### src/dhf_pkg.sv
package dhf_pkg;

  localparam int unsigned QueueDepthDefault = 2;

  localparam logic [10:0] ExpAllOnes = 11'h7ff;
  localparam logic [10:0] ExpBias    = 11'd1023;
  localparam logic [9:0]  DenormMag  = 10'd1022;

  localparam int unsigned MantW = 52;
  localparam int unsigned MagW  = 10;

  // ascii codes
  localparam logic [6:0] ChZero  = 7'h30;
  localparam logic [6:0] ChOne   = 7'h31;
  localparam logic [6:0] ChDot   = 7'h2e;
  localparam logic [6:0] ChMinus = 7'h2d;
  localparam logic [6:0] ChPlus  = 7'h2b;
  localparam logic [6:0] ChX     = 7'h78;
  localparam logic [6:0] ChP     = 7'h70;
  localparam logic [6:0] ChI     = 7'h69;
  localparam logic [6:0] ChN     = 7'h6e;
  localparam logic [6:0] ChF     = 7'h66;
  localparam logic [6:0] ChA     = 7'h61;

  typedef enum logic [1:0] {
    KindZero,
    KindInf,
    KindNan,
    KindFinite
  } kind_e;

  typedef struct packed {
    kind_e             kind;
    logic              neg;
    logic              denorm;
    logic              eneg;
    logic [MagW-1:0]   mag;
    logic [MantW-1:0]  mant;
  } entry_t;

  function automatic logic [6:0] hex_char(input logic [3:0] nib);
    logic [6:0] c;
    if (nib < 4'd10) begin
      c = ChZero + {3'b000, nib};
    end else begin
      c = ChA + {3'b000, nib - 4'd10};
    end
    return c;
  endfunction

  function automatic logic [6:0] dec_char(input logic [3:0] nib);
    return ChZero + {3'b000, nib};
  endfunction

endpackage

### src/dhf_front.sv
module dhf_front (
  input  logic            in_valid_i,
  input  logic [63:0]     value_bits_i,
  input  logic            queue_full_i,
  output logic            in_stall_o,
  output logic            push_o,
  output dhf_pkg::entry_t entry_o
);
  import dhf_pkg::*;

  logic [10:0]     bexp;
  logic [MantW-1:0] mant;
  logic [10:0]     diff;

  assign bexp = value_bits_i[62:52];
  assign mant = value_bits_i[51:0];

  assign in_stall_o = queue_full_i;
  assign push_o     = in_valid_i && !queue_full_i;

  always_comb begin
    entry_o.neg    = value_bits_i[63];
    entry_o.mant   = mant;
    entry_o.denorm = (bexp == '0);
    diff           = '0;

    if (bexp == '0 && mant == '0) begin
      entry_o.kind = KindZero;
    end else if (bexp == ExpAllOnes) begin
      entry_o.kind = (mant == '0) ? KindInf : KindNan;
    end else begin
      entry_o.kind = KindFinite;
    end

    // unbiased exponent as sign and magnitude
    if (bexp == '0) begin
      entry_o.eneg = 1'b1;
      entry_o.mag  = DenormMag;
    end else if (bexp >= ExpBias) begin
      entry_o.eneg = 1'b0;
      diff         = bexp - ExpBias;
      entry_o.mag  = diff[MagW-1:0];
    end else begin
      entry_o.eneg = 1'b1;
      diff         = ExpBias - bexp;
      entry_o.mag  = diff[MagW-1:0];
    end
  end

endmodule

### src/dhf_queue.sv
module dhf_queue #(
  parameter int unsigned Depth = dhf_pkg::QueueDepthDefault
) (
  input  logic            clk_i,
  input  logic            rst_ni,
  input  logic            push_i,
  input  dhf_pkg::entry_t wdata_i,
  output logic            full_o,
  input  logic            pop_i,
  output logic            valid_o,
  output dhf_pkg::entry_t rdata_o
);
  import dhf_pkg::*;

  localparam int unsigned PtrW = (Depth > 1) ? $clog2(Depth) : 1;
  localparam int unsigned CntW = $clog2(Depth + 1);

  entry_t            slots_q [Depth];
  logic [PtrW-1:0]   wr_ptr_q, wr_ptr_d;
  logic [PtrW-1:0]   rd_ptr_q, rd_ptr_d;
  logic [CntW-1:0]   count_q, count_d;

  assign full_o  = (count_q == CntW'(Depth));
  assign valid_o = (count_q != '0);
  assign rdata_o = slots_q[rd_ptr_q];

  always_comb begin
    wr_ptr_d = wr_ptr_q;
    rd_ptr_d = rd_ptr_q;
    count_d  = count_q;
    if (push_i) begin
      wr_ptr_d = (wr_ptr_q == PtrW'(Depth - 1)) ? '0 : wr_ptr_q + 1'b1;
    end
    if (pop_i) begin
      rd_ptr_d = (rd_ptr_q == PtrW'(Depth - 1)) ? '0 : rd_ptr_q + 1'b1;
    end
    if (push_i && !pop_i) begin
      count_d = count_q + 1'b1;
    end else if (pop_i && !push_i) begin
      count_d = count_q - 1'b1;
    end
  end

  always_ff @(posedge clk_i or negedge rst_ni) begin
    if (!rst_ni) begin
      wr_ptr_q <= '0;
      rd_ptr_q <= '0;
      count_q  <= '0;
    end else begin
      wr_ptr_q <= wr_ptr_d;
      rd_ptr_q <= rd_ptr_d;
      count_q  <= count_d;
    end
  end

  always_ff @(posedge clk_i) begin
    if (push_i) begin
      slots_q[wr_ptr_q] <= wdata_i;
    end
  end

`ifndef SYNTHESIS
  a_no_overflow: assert property (@(posedge clk_i) disable iff (!rst_ni)
    (push_i && !pop_i) |-> (count_q < CntW'(Depth)))
    else $error("queue written while full");

  a_no_underflow: assert property (@(posedge clk_i) disable iff (!rst_ni)
    pop_i |-> (count_q != '0))
    else $error("queue read while empty");
`endif

endmodule

### src/dhf_back.sv
module dhf_back (
  input  logic            clk_i,
  input  logic            rst_ni,
  input  logic            q_valid_i,
  input  dhf_pkg::entry_t q_entry_i,
  output logic            q_pop_o,
  output logic            out_valid_o,
  input  logic            out_stall_i,
  output logic [6:0]      char_code_o,
  output logic            last_char_o
);
  import dhf_pkg::*;

  // character positions of the finite form, counted with the leading sign
  localparam logic [4:0] PosSign    = 5'd0;
  localparam logic [4:0] PosZero    = 5'd1;
  localparam logic [4:0] PosX       = 5'd2;
  localparam logic [4:0] PosLead    = 5'd3;
  localparam logic [4:0] PosDot     = 5'd4;
  localparam logic [4:0] PosHexLo   = 5'd5;
  localparam logic [4:0] PosHexHi   = 5'd17;
  localparam logic [4:0] PosP       = 5'd18;
  localparam logic [4:0] PosExpSign = 5'd19;
  localparam logic [4:0] PosDig3    = 5'd20;
  localparam logic [4:0] PosDig2    = 5'd21;
  localparam logic [4:0] PosDig1    = 5'd22;
  localparam logic [4:0] PosDig0    = 5'd23;
  localparam logic [4:0] LastShort  = 5'd2;
  localparam logic [4:0] LastInf    = 5'd3;
  localparam logic [3:0] DabSteps   = 4'd10;

  logic              busy_q, busy_d;
  logic [4:0]        pos_q, pos_d;
  kind_e             kind_q, kind_d;
  logic              denorm_q, denorm_d;
  logic              eneg_q, eneg_d;
  logic [MantW-1:0]  mant_q, mant_d;
  logic [MagW-1:0]   bin_q, bin_d;
  logic [15:0]       bcd_q, bcd_d;
  logic [3:0]        dab_cnt_q, dab_cnt_d;
  logic              out_valid_q, out_valid_d;
  logic [6:0]        out_char_q, out_char_d;
  logic              out_last_q, out_last_d;

  logic              out_ok, adv, is_last, pop;
  logic [4:0]        last_pos;
  logic [6:0]        ch;
  logic [15:0]       bcd_adj;

  assign out_ok  = !out_valid_q || !out_stall_i;
  assign adv     = busy_q && out_ok;

  always_comb begin
    case (kind_q)
      KindZero:   last_pos = LastShort;
      KindNan:    last_pos = LastShort;
      KindInf:    last_pos = LastInf;
      KindFinite: last_pos = PosDig0;
      default:    last_pos = PosDig0;
    endcase
  end

  assign is_last = (pos_q == last_pos);
  assign pop     = q_valid_i && (!busy_q || (adv && is_last));
  assign q_pop_o = pop;

  // character at the current position
  always_comb begin
    ch = ChZero;
    case (kind_q)
      KindZero: begin
        ch = (pos_q == 5'd1) ? ChDot : ChZero;
      end
      KindNan: begin
        ch = (pos_q == 5'd1) ? ChA : ChN;
      end
      KindInf: begin
        case (pos_q)
          5'd0:    ch = ChMinus;
          5'd1:    ch = ChI;
          5'd2:    ch = ChN;
          default: ch = ChF;
        endcase
      end
      KindFinite: begin
        if (pos_q inside {[PosHexLo:PosHexHi]}) begin
          ch = hex_char(mant_q[MantW-1 -: 4]);
        end else begin
          case (pos_q)
            PosSign:    ch = ChMinus;
            PosZero:    ch = ChZero;
            PosX:       ch = ChX;
            PosLead:    ch = denorm_q ? ChZero : ChOne;
            PosDot:     ch = ChDot;
            PosP:       ch = ChP;
            PosExpSign: ch = eneg_q ? ChMinus : ChPlus;
            PosDig3:    ch = dec_char(bcd_q[15:12]);
            PosDig2:    ch = dec_char(bcd_q[11:8]);
            PosDig1:    ch = dec_char(bcd_q[7:4]);
            PosDig0:    ch = dec_char(bcd_q[3:0]);
            default:    ch = ChZero;
          endcase
        end
      end
      default: ch = ChZero;
    endcase
  end

  // one shift-and-add-3 step of the binary to bcd conversion
  always_comb begin
    for (int n = 0; n < 4; n++) begin
      bcd_adj[n*4 +: 4] = (bcd_q[n*4 +: 4] >= 4'd5) ? bcd_q[n*4 +: 4] + 4'd3
                                                    : bcd_q[n*4 +: 4];
    end
  end

  always_comb begin
    busy_d      = busy_q;
    pos_d       = pos_q;
    kind_d      = kind_q;
    denorm_d    = denorm_q;
    eneg_d      = eneg_q;
    mant_d      = mant_q;
    bin_d       = bin_q;
    bcd_d       = bcd_q;
    dab_cnt_d   = dab_cnt_q;
    out_valid_d = out_valid_q;
    out_char_d  = out_char_q;
    out_last_d  = out_last_q;

    if (adv) begin
      out_valid_d = 1'b1;
      out_char_d  = ch;
      out_last_d  = is_last;
    end else if (!out_stall_i) begin
      out_valid_d = 1'b0;
    end

    if (dab_cnt_q != '0) begin
      bin_d     = {bin_q[MagW-2:0], 1'b0};
      bcd_d     = {bcd_adj[14:0], bin_q[MagW-1]};
      dab_cnt_d = dab_cnt_q - 1'b1;
    end

    if (pop) begin
      busy_d    = 1'b1;
      kind_d    = q_entry_i.kind;
      denorm_d  = q_entry_i.denorm;
      eneg_d    = q_entry_i.eneg;
      mant_d    = q_entry_i.mant;
      bin_d     = q_entry_i.mag;
      bcd_d     = '0;
      dab_cnt_d = DabSteps;
      // positive finite and infinite values skip the sign position
      pos_d     = ((q_entry_i.kind == KindFinite || q_entry_i.kind == KindInf)
                   && !q_entry_i.neg) ? 5'd1 : 5'd0;
    end else if (adv && is_last) begin
      busy_d = 1'b0;
    end else if (adv) begin
      pos_d = pos_q + 1'b1;
      if (kind_q == KindFinite && (pos_q inside {[PosHexLo:PosHexHi]})) begin
        mant_d = {mant_q[MantW-5:0], 4'h0};
      end
    end
  end

  always_ff @(posedge clk_i or negedge rst_ni) begin
    if (!rst_ni) begin
      busy_q      <= 1'b0;
      pos_q       <= '0;
      kind_q      <= KindZero;
      dab_cnt_q   <= '0;
      out_valid_q <= 1'b0;
    end else begin
      busy_q      <= busy_d;
      pos_q       <= pos_d;
      kind_q      <= kind_d;
      dab_cnt_q   <= dab_cnt_d;
      out_valid_q <= out_valid_d;
    end
  end

  always_ff @(posedge clk_i) begin
    denorm_q   <= denorm_d;
    eneg_q     <= eneg_d;
    mant_q     <= mant_d;
    bin_q      <= bin_d;
    bcd_q      <= bcd_d;
    out_char_q <= out_char_d;
    out_last_q <= out_last_d;
  end

  assign out_valid_o = out_valid_q;
  assign char_code_o = out_char_q;
  assign last_char_o = out_last_q;

`ifndef SYNTHESIS
  a_digits_ready: assert property (@(posedge clk_i) disable iff (!rst_ni)
    (adv && kind_q == KindFinite && pos_q >= PosDig3) |-> (dab_cnt_q == '0))
    else $error("exponent digit sent before conversion finished");

  a_pos_in_range: assert property (@(posedge clk_i) disable iff (!rst_ni)
    busy_q |-> (pos_q <= last_pos))
    else $error("character position beyond end of text");
`endif

endmodule

### src/double_to_hex_float_text.sv
// Formats the 64-bit pattern of an IEEE-754 double as hexadecimal float text,
// one 7-bit ASCII character per output request, with last_char_o set on the
// final character: "0.0" for either zero, "inf"/"-inf", "nan", otherwise
// [-]0x1.hhhhhhhhhhhhhp[+-]dddd (leading 0 and exponent -1022 for denormals).
// The output runs at one character per cycle while out_stall_i is low, with no
// gap between values when the next one is queued; zero and nan have 3
// characters, infinity 3 or 4, and a finite number 23 or 24. The single output
// register and the character sequencer behind it set the output pace; the input
// side runs ahead by up to QueueDepth classified values and then stalls.
module double_to_hex_float_text #(
  parameter int unsigned QueueDepth = dhf_pkg::QueueDepthDefault
) (
  input  logic        clk_i,
  input  logic        rst_ni,
  input  logic        in_valid_i,
  output logic        in_stall_o,
  input  logic [63:0] value_bits_i,
  output logic        out_valid_o,
  input  logic        out_stall_i,
  output logic [6:0]  char_code_o,
  output logic        last_char_o
);
  import dhf_pkg::*;

  // classified request between front and back
  entry_t push_entry;
  entry_t pop_entry;
  logic   push;
  logic   pop;
  logic   queue_full;
  logic   queue_valid;

  // front: split the pattern into class, sign, mantissa and exponent
  dhf_front u_front (
    .in_valid_i   (in_valid_i),
    .value_bits_i (value_bits_i),
    .queue_full_i (queue_full),
    .in_stall_o   (in_stall_o),
    .push_o       (push),
    .entry_o      (push_entry)
  );

  // short queue so the front keeps taking requests while text is sent
  dhf_queue #(
    .Depth (QueueDepth)
  ) u_queue (
    .clk_i   (clk_i),
    .rst_ni  (rst_ni),
    .push_i  (push),
    .wdata_i (push_entry),
    .full_o  (queue_full),
    .pop_i   (pop),
    .valid_o (queue_valid),
    .rdata_o (pop_entry)
  );

  // back: character sequencer, bcd conversion of the exponent, output register
  dhf_back u_back (
    .clk_i       (clk_i),
    .rst_ni      (rst_ni),
    .q_valid_i   (queue_valid),
    .q_entry_i   (pop_entry),
    .q_pop_o     (pop),
    .out_valid_o (out_valid_o),
    .out_stall_i (out_stall_i),
    .char_code_o (char_code_o),
    .last_char_o (last_char_o)
  );

endmodule
### config.mk
export PLATFORM = sky130hd
export DESIGN_NAME = double_to_hex_float_text
export DESIGN_NICKNAME = d
export VERILOG_FILES = /design/src/dhf_pkg.sv /design/src/dhf_front.sv /design/src/dhf_queue.sv /design/src/dhf_back.sv /design/src/double_to_hex_float_text.sv
export SDC_FILE = /design/constraint.sdc
export NUM_CORES = 1
export LEC_CHECK = 0
export BUFFER_PORTS_ARGS = -buffer_cell sky130_fd_sc_hd__buf_2
export CELL_PAD_IN_SITES_DETAIL_PLACEMENT = 1
export CELL_PAD_IN_SITES_GLOBAL_PLACEMENT = 2
export CORE_UTILIZATION = 42
export DETAILED_ROUTE_END_ITERATION = 7
export GPL_TIMING_DRIVEN = 1
export PLACE_DENSITY = 0.89
export SLEW_MARGIN = 40
export SYNTH_ARGS = -nofsm -noshare
export SYNTH_HDL_FRONTEND = slang
export SYNTH_SLANG_ARGS = --single-unit
### constraint.sdc
create_clock -name clk_i -period 8.4 [get_ports clk_i]
set_input_delay 1.68 -clock clk_i [delete_from_list [all_inputs] [get_ports clk_i]]
set_output_delay 1.68 -clock clk_i [all_outputs]
set_load 0.03 [all_outputs]
==> out/results.tsv, run 1 <==
metric	value	unit
status	complete, no violations	
Slew headroom	49.4	%
clk_lat worst skew	0.53	ns
Tmin final	3.66	ns
Synth top area share	59.4	%
most common cell after layout, fill and taps aside	edfxtp_1	
Startpoint Class	primary input	
Post-synth top flop	edfxtp_1	
max-slew violation count	0	
Worst EP arrival	3.82	ns
Syn-to-layout area delta	14.3	%
clock skew	0.00789	ns
core footprint	24200	µm²
detailed-route DRC error count	0	
Synth Area in Adders	2.30	%
Synth async-reset ratio	7.14	%
utilization after layout	48.8	%
Total GRT Usage	17.2	%
worst-path cell chain	buf_2 -> nand2_1 -> o2111ai_1 -> a21oi_4 -> buf_4 -> inv_2 -> o21ai_4 -> buf_4	
GRT Residual Overflow	0	
most frequent cells in the layout	edfxtp_1 (205), a21oi_1 (91), nor2_1 (90)	
worst reg2reg setup slack	4.90	ns
pre-CTS WS	4.11	ns
non-filler cells, final	1198	
syn_nets	873	
slew of the pin with the lowest slew margin	0.760	ns
Cell Area, Synth	10400	µm²
layout net count	942	
Resize count post-CTS	0	
period utilization	43.6	%
CTS tree	yes	
clock transition at the registers of the reported paths	0.06	ns
width of the die	159	µm
#FFs+latches synth	238	
Final Hold Violating Endpoints	0	
main combinational cell family by area after synthesis	simple AND/OR/NAND/NOR gates	
fmax	273	MHz
vias in the first global route	6605	
1st-iter DRT viols	303	
PortBufs	76	
Critical Path RT	8.56	ns
vias	6324	
H-tree depth	1	
Leak Pwr	0.00453	µW
post-synthesis compound-gate area fraction	8.86	%
Peak VDD IR	169	µV
worst-path fanout max	70	
most area-consuming cells after synthesis	edfxtp_1 (59%), mux2i_1 (7.3%), a21oi_1 (4.4%), dfrtp_1 (4.1%), nor2_1 (3.3%)	
Hold WC Path Type	reg2reg	
WHS	0.473	ns
first-pass GRT wire length	35000	µm
Buf+Inv Stages, Crit Path	4	
initial antenna violation count	0	
Die ar.	25300	µm²
largest area contributor in the synthesized netlist	edfxtp_1	
delay-heaviest family, CP	buffers and inverters	
syn_area_per_cell	13.2	µm²
Post-Synthesis Cells	786	
Max Cap Viol	0	
placed cells	1151	
DR pass1 iterations	7	
setup violators final	0	
Antenna diodes	0	
Power Density	374	nW/µm²
num ports	78	
num rows	57	
clk root buf	clkbuf_16	
HPWL after DPL	13700	µm
CTS buffer count	25	
Max stage delay on crit path	0.57	ns
Setup Crit Path Kind	in2reg	
CTS max path bufs	3	
largest net degree at the start of global routing	78	
final setup margin	4.74	ns
Synth Warn #	0	
register area share after synthesis	66.6	%
wire per inst	17.9	µm
Distinct cells, synth	66	
initial core utilization	42.7	%
CP max-delay cell	buf_4	
DR vias/cell	5.28	
Synth Area in XOR/XNOR	1.78	%
CP dominant cell by count	buf_4	
Die Ht	159	µm
Post-CTS Setup Inserts	0	
Post-synth EDFFs	205	
Setup crit end kind	flop	
RD Place Congestion	0.770	
setup tns final	0	ns
drt total wl	21500	µm
RSZ-0062 raised after global routing	false	
multiplexer area fraction after synthesis	7.78	%
Hold-fix buffers, CTS	0	
Antenna Nets Post-Route	0	
CTS Sinks	238	
fraction of layout cells with a size suffix above 1	16.4	%
post-synthesis simple-gate area fraction	9.65	%
## report_power, final
group	total [µW]	internal (µW)	switching, µW
clock	1060	604	454
combinational	1310	516	790
sequential	2060	1810	256
## through the flow
stage               power [µW]  instance area [µm²]
floorplan                 3020                10400
global placement          3310                11000
detailed placement        3400                11000
CTS                       4480                11800
global route              4700                11800
finish                    4430                11800
## area by class of cell
class                   instances  area, µm²
fillers                      2537      12400
clock inverters                13        116
inverters                      26       97.6
clock buffers                  33        676
repair buffers                 84        445
well taps                     324        405
flip-flops and latches        238       6910
multi-input cells             480       3190
## kinds of logic (layout without fill, tap and decap cells)
logic type / after synthesis / count (layout)
simple gates: 205 / 205
mux: 80 / 80
xor+xnor: 21 / 21
fa+ha+maj: 19 / 19
other cells: 1 / 1
buf+inv: 68 / 156
compound gates: 154 / 154
flops: 238 / 238
## state kept, by name, indices dropped and copies added, names as in the netlist
name and count:
u_back.last_char_o 1, u_back.kind_q 2, u_back.char_code_o 6, u_back.denorm_q 1, u_queue.slots_q 134, u_back.dab_cnt_q 4, u_back.bcd_q 16, u_back.mant_q 52
u_queue.wr_ptr_q 1, u_back.busy_q 1, u_queue.count_q 2, u_back.pos_q 5, u_back.eneg_q 1, u_back.out_valid_o 1, u_back.bin_q 10, u_queue.rd_ptr_q 1
## routing by layer
layer / track usage [%] / up-vias / share of wire [%]
met4: 4.63 / 0 / 2.1
met2: 30.0 / 87 / 51
li1: - / 3068 / -
met3: 2.45 / 27 / 2.9
met5: 0 / - / 0
met1: 22.4 / 3142 / 44
## Yosys cell counts (16+ instances only)
master    instances
a21oi_1          91
dfxtp_1          16
dfrtp_1          17
clkbuf_1         18
xnor2_1          16
mux2i_1          76
edfxtp_1        205
inv_1            25
nor2_1           91
o21ai_0          16
nand2_1          32
ha_1             19
nor4_1           16
## tightest hold or removal path, delay by kind of cell (launching register included)
kind	cells	cell delay, ns
AND/OR/NAND/NOR	1	0.06
AO/OA/AOI/OAI	1	0.05
flip-flops	1	0.32
## path summary, 6_finish.rpt
kind	startpoint	to	cells after the start
max	out_stall_i	u_back.mant_q[3]$_SDFFCE_PP0P_	8
min	u_back.bcd_q[1]$_SDFFE_PN0P_	u_back.bcd_q[1]$_SDFFE_PN0P_	2
max reg2reg	u_back.pos_q[2]$_DFFE_PN0P_	u_back.mant_q[3]$_SDFFCE_PP0P_	7
min reg2reg	u_back.bcd_q[1]$_SDFFE_PN0P_	u_back.bcd_q[1]$_SDFFE_PN0P_	2
max in group asynchronous	rst_ni	u_queue.rd_ptr_q$_DFFE_PN0N_	1
min in group asynchronous	rst_ni	u_back.out_valid_o$_DFFE_PN0P_	1
Power figures use the tool's default switching activity.
==> run 2, diff against run 1 <==
CORE_UTILIZATION = 38   (was 42)
PLACE_DENSITY = 0.85   (was 0.89)
clock period = 3.2 ns   (was 8.4 ns; I/O delays follow)
==> run 2 against run 1 <==
Effect of this change:
- count of clock-buffer cells in the layout is the same
- routed wire length grew 6.2%
- setup slack lost 4.2 ns
- clock power grew to 2.7 times the previous value
- register-to-register slack lost 4.4 ns
- power grew to 2.7 times the previous value
- via count grew 1.8%
==> out/results.tsv, run 2 (same netlist as run 1, synthesis figures left out) <==
metric	value	unit
Peak VDD IR	498	µV
first-pass GRT wire length	36800	µm
CTS buffer count	25	
RD Place Congestion	0.750	
setup tns final	0	ns
Tmin final	2.68	ns
final setup margin	0.524	ns
period utilization	83.6	%
1st-iter DRT viols	364	
Slew headroom	53.0	%
Power Density	985	nW/µm²
Total GRT Usage	16.5	%
Startpoint Class	flop	
max-slew violation count	0	
Reg with most FFs	u_queue.slots_q	
drt total wl	22800	µm
CTS tree	yes	
Setup Crit Path Kind	reg2reg	
# fillers	2800	
num rows	60	
status	complete, no violations	
Final Hold Violating Endpoints	0	
slew of the pin with the lowest slew margin	0.704	ns
width of the die	167	µm
Die Ht	167	µm
Resize count post-CTS	0	
CTS Sinks	238	
PortBufs	76	
DR vias/cell	5.25	
num ports	78	
Max Cap Viol	0	
worst reg2reg setup slack	0.52	ns
clk_lat worst skew	0.53	ns
Largest register FFs	134	
Reg-to-Reg Start	u_back.pos_q[1]$_DFFE_PN0P_	
largest net degree at the start of global routing	53	
fraction of layout cells with a size suffix above 1	17.2	%
fmax	374	MHz
Antenna Nets Post-Route	0	
Die ar.	27900	µm²
CTS max path bufs	3	
wire per inst	18.6	µm
Post-CTS Setup Inserts	0	
vias	6439	
GRT Residual Overflow	0	
Antenna diodes	0	
initial antenna violation count	0	
clk root buf	clkbuf_16	
Setup crit end kind	flop	
Crit Reg-Reg Endpoint	u_back.mant_q[0]$_SDFFCE_PP0P_	
Worst Reg2Reg Path Length in Cells	9	
HPWL after DPL	15100	µm
initial core utilization	38.5	%
Critical Path RT	3.40	ns
vias in the first global route	6990	
clock skew	0.00901	ns
worst-path fanout max	52	
most frequent cells in the layout	edfxtp_1 (205), a21oi_1 (91), nor2_1 (90)	
RSZ-0062 raised after global routing	false	
Leak Pwr	0.00462	µW
layout net count	954	
biggest regs	u_queue.slots_q x134, u_back.mant_q x52, u_back.bcd_q x16	
most common cell after layout, fill and taps aside	edfxtp_1	
Worst EP arrival	2.88	ns
Hold-fix buffers, CTS	0	
H-tree depth	1	
Syn-to-layout area delta	16.1	%
setup violators final	0	
detailed-route DRC error count	0	
DR pass1 iterations	6	
core footprint	26900	µm²
Hold WC Path Type	in2async	
clock transition at the registers of the reported paths	0.06	ns
pre-CTS WS	0.235	ns
==> run 2: changes by cell type in the layout (fill, tap and decap cells not counted), moves of 2 or more <==
cell | previous run | this run
inv_6 | 2 | 0
buf_12 | 0 | 7
clkinvlp_4 | 3 | 1
buf_6 | 2 | 0
buf_4 | 5 | 13
==> run 2: metrics by stage <==
stage	hold slack, ns	total power [µW]	std cells	cell area, µm²	utilization [%]
global route	0.0557	12600	1227	12000	44.7
detailed placement	0.465	9080	1180	11200	41.7
finish	0.0349	11800	1227	12000	44.7
floorplan	0.344	7900	786	10400	-
global placement	0.460	8850	1180	11200	41.7
CTS	0.0347	12000	1226	12000	44.7
==> run 2: worst max-delay path, stage by stage, from the launching register on <==
cell and delay, ns:
dfrtp_1 0.46, inv_1 0.11, ha_1 0.41, o21bai_1 0.17, a21oi_1 0.09, a221oi_2 0.17
buf_4 0.21, nand3_1 0.16, o21ai_4 0.23, buf_12 0.30
==> run 2: area by class of cell <==
cell class              instances  area (µm²)  area share (%)
clock inverters                13         131            1.09
well taps                     341         427            3.55
flip-flops and latches        238        6910            57.4
repair buffers                 96         618            5.14
inverters                      26        97.6           0.812
clock buffers                  33         666            5.54
multi-input cells             480        3180            26.4
==> run 2: how the worst max path moves through the flow <==
stage / start / endpoint
after floorplan: u_back.pos_q[1]$_DFFE_PN0P_ / u_back.mant_q[0]$_SDFFCE_PP0P_
after global placement: value_bits_i[1] / u_queue.slots_q[1][66]$_DFFE_PP_
after detailed placement: value_bits_i[1] / u_queue.slots_q[0][66]$_DFFE_PP_
after CTS: u_back.pos_q[1]$_DFFE_PN0P_ / u_back.mant_q[7]$_DFFE_PP_
after global routing: u_back.pos_q[0]$_DFFE_PN0P_ / u_back.mant_q[49]$_DFFE_PP_
final: u_back.pos_q[1]$_DFFE_PN0P_ / u_back.mant_q[0]$_SDFFCE_PP0P_
==> run 2: power breakdown <==
| group | switching [µW] | internal, µW | total [µW] |
|---|---|---|---|
| clock network | 1190 | 1640 | 2830 |
| registers | 583 | 4730 | 5310 |
| logic | 2220 | 1480 | 3700 |
| total | 4000 | 7840 | 11800 |
==> run 2: metal layers <==
layer  share of wire (%)  track usage (%)
met5                   0                0
met3                 2.8             2.35
met2                  52             29.9
met1                  44             20.7
met4                 1.4             3.70
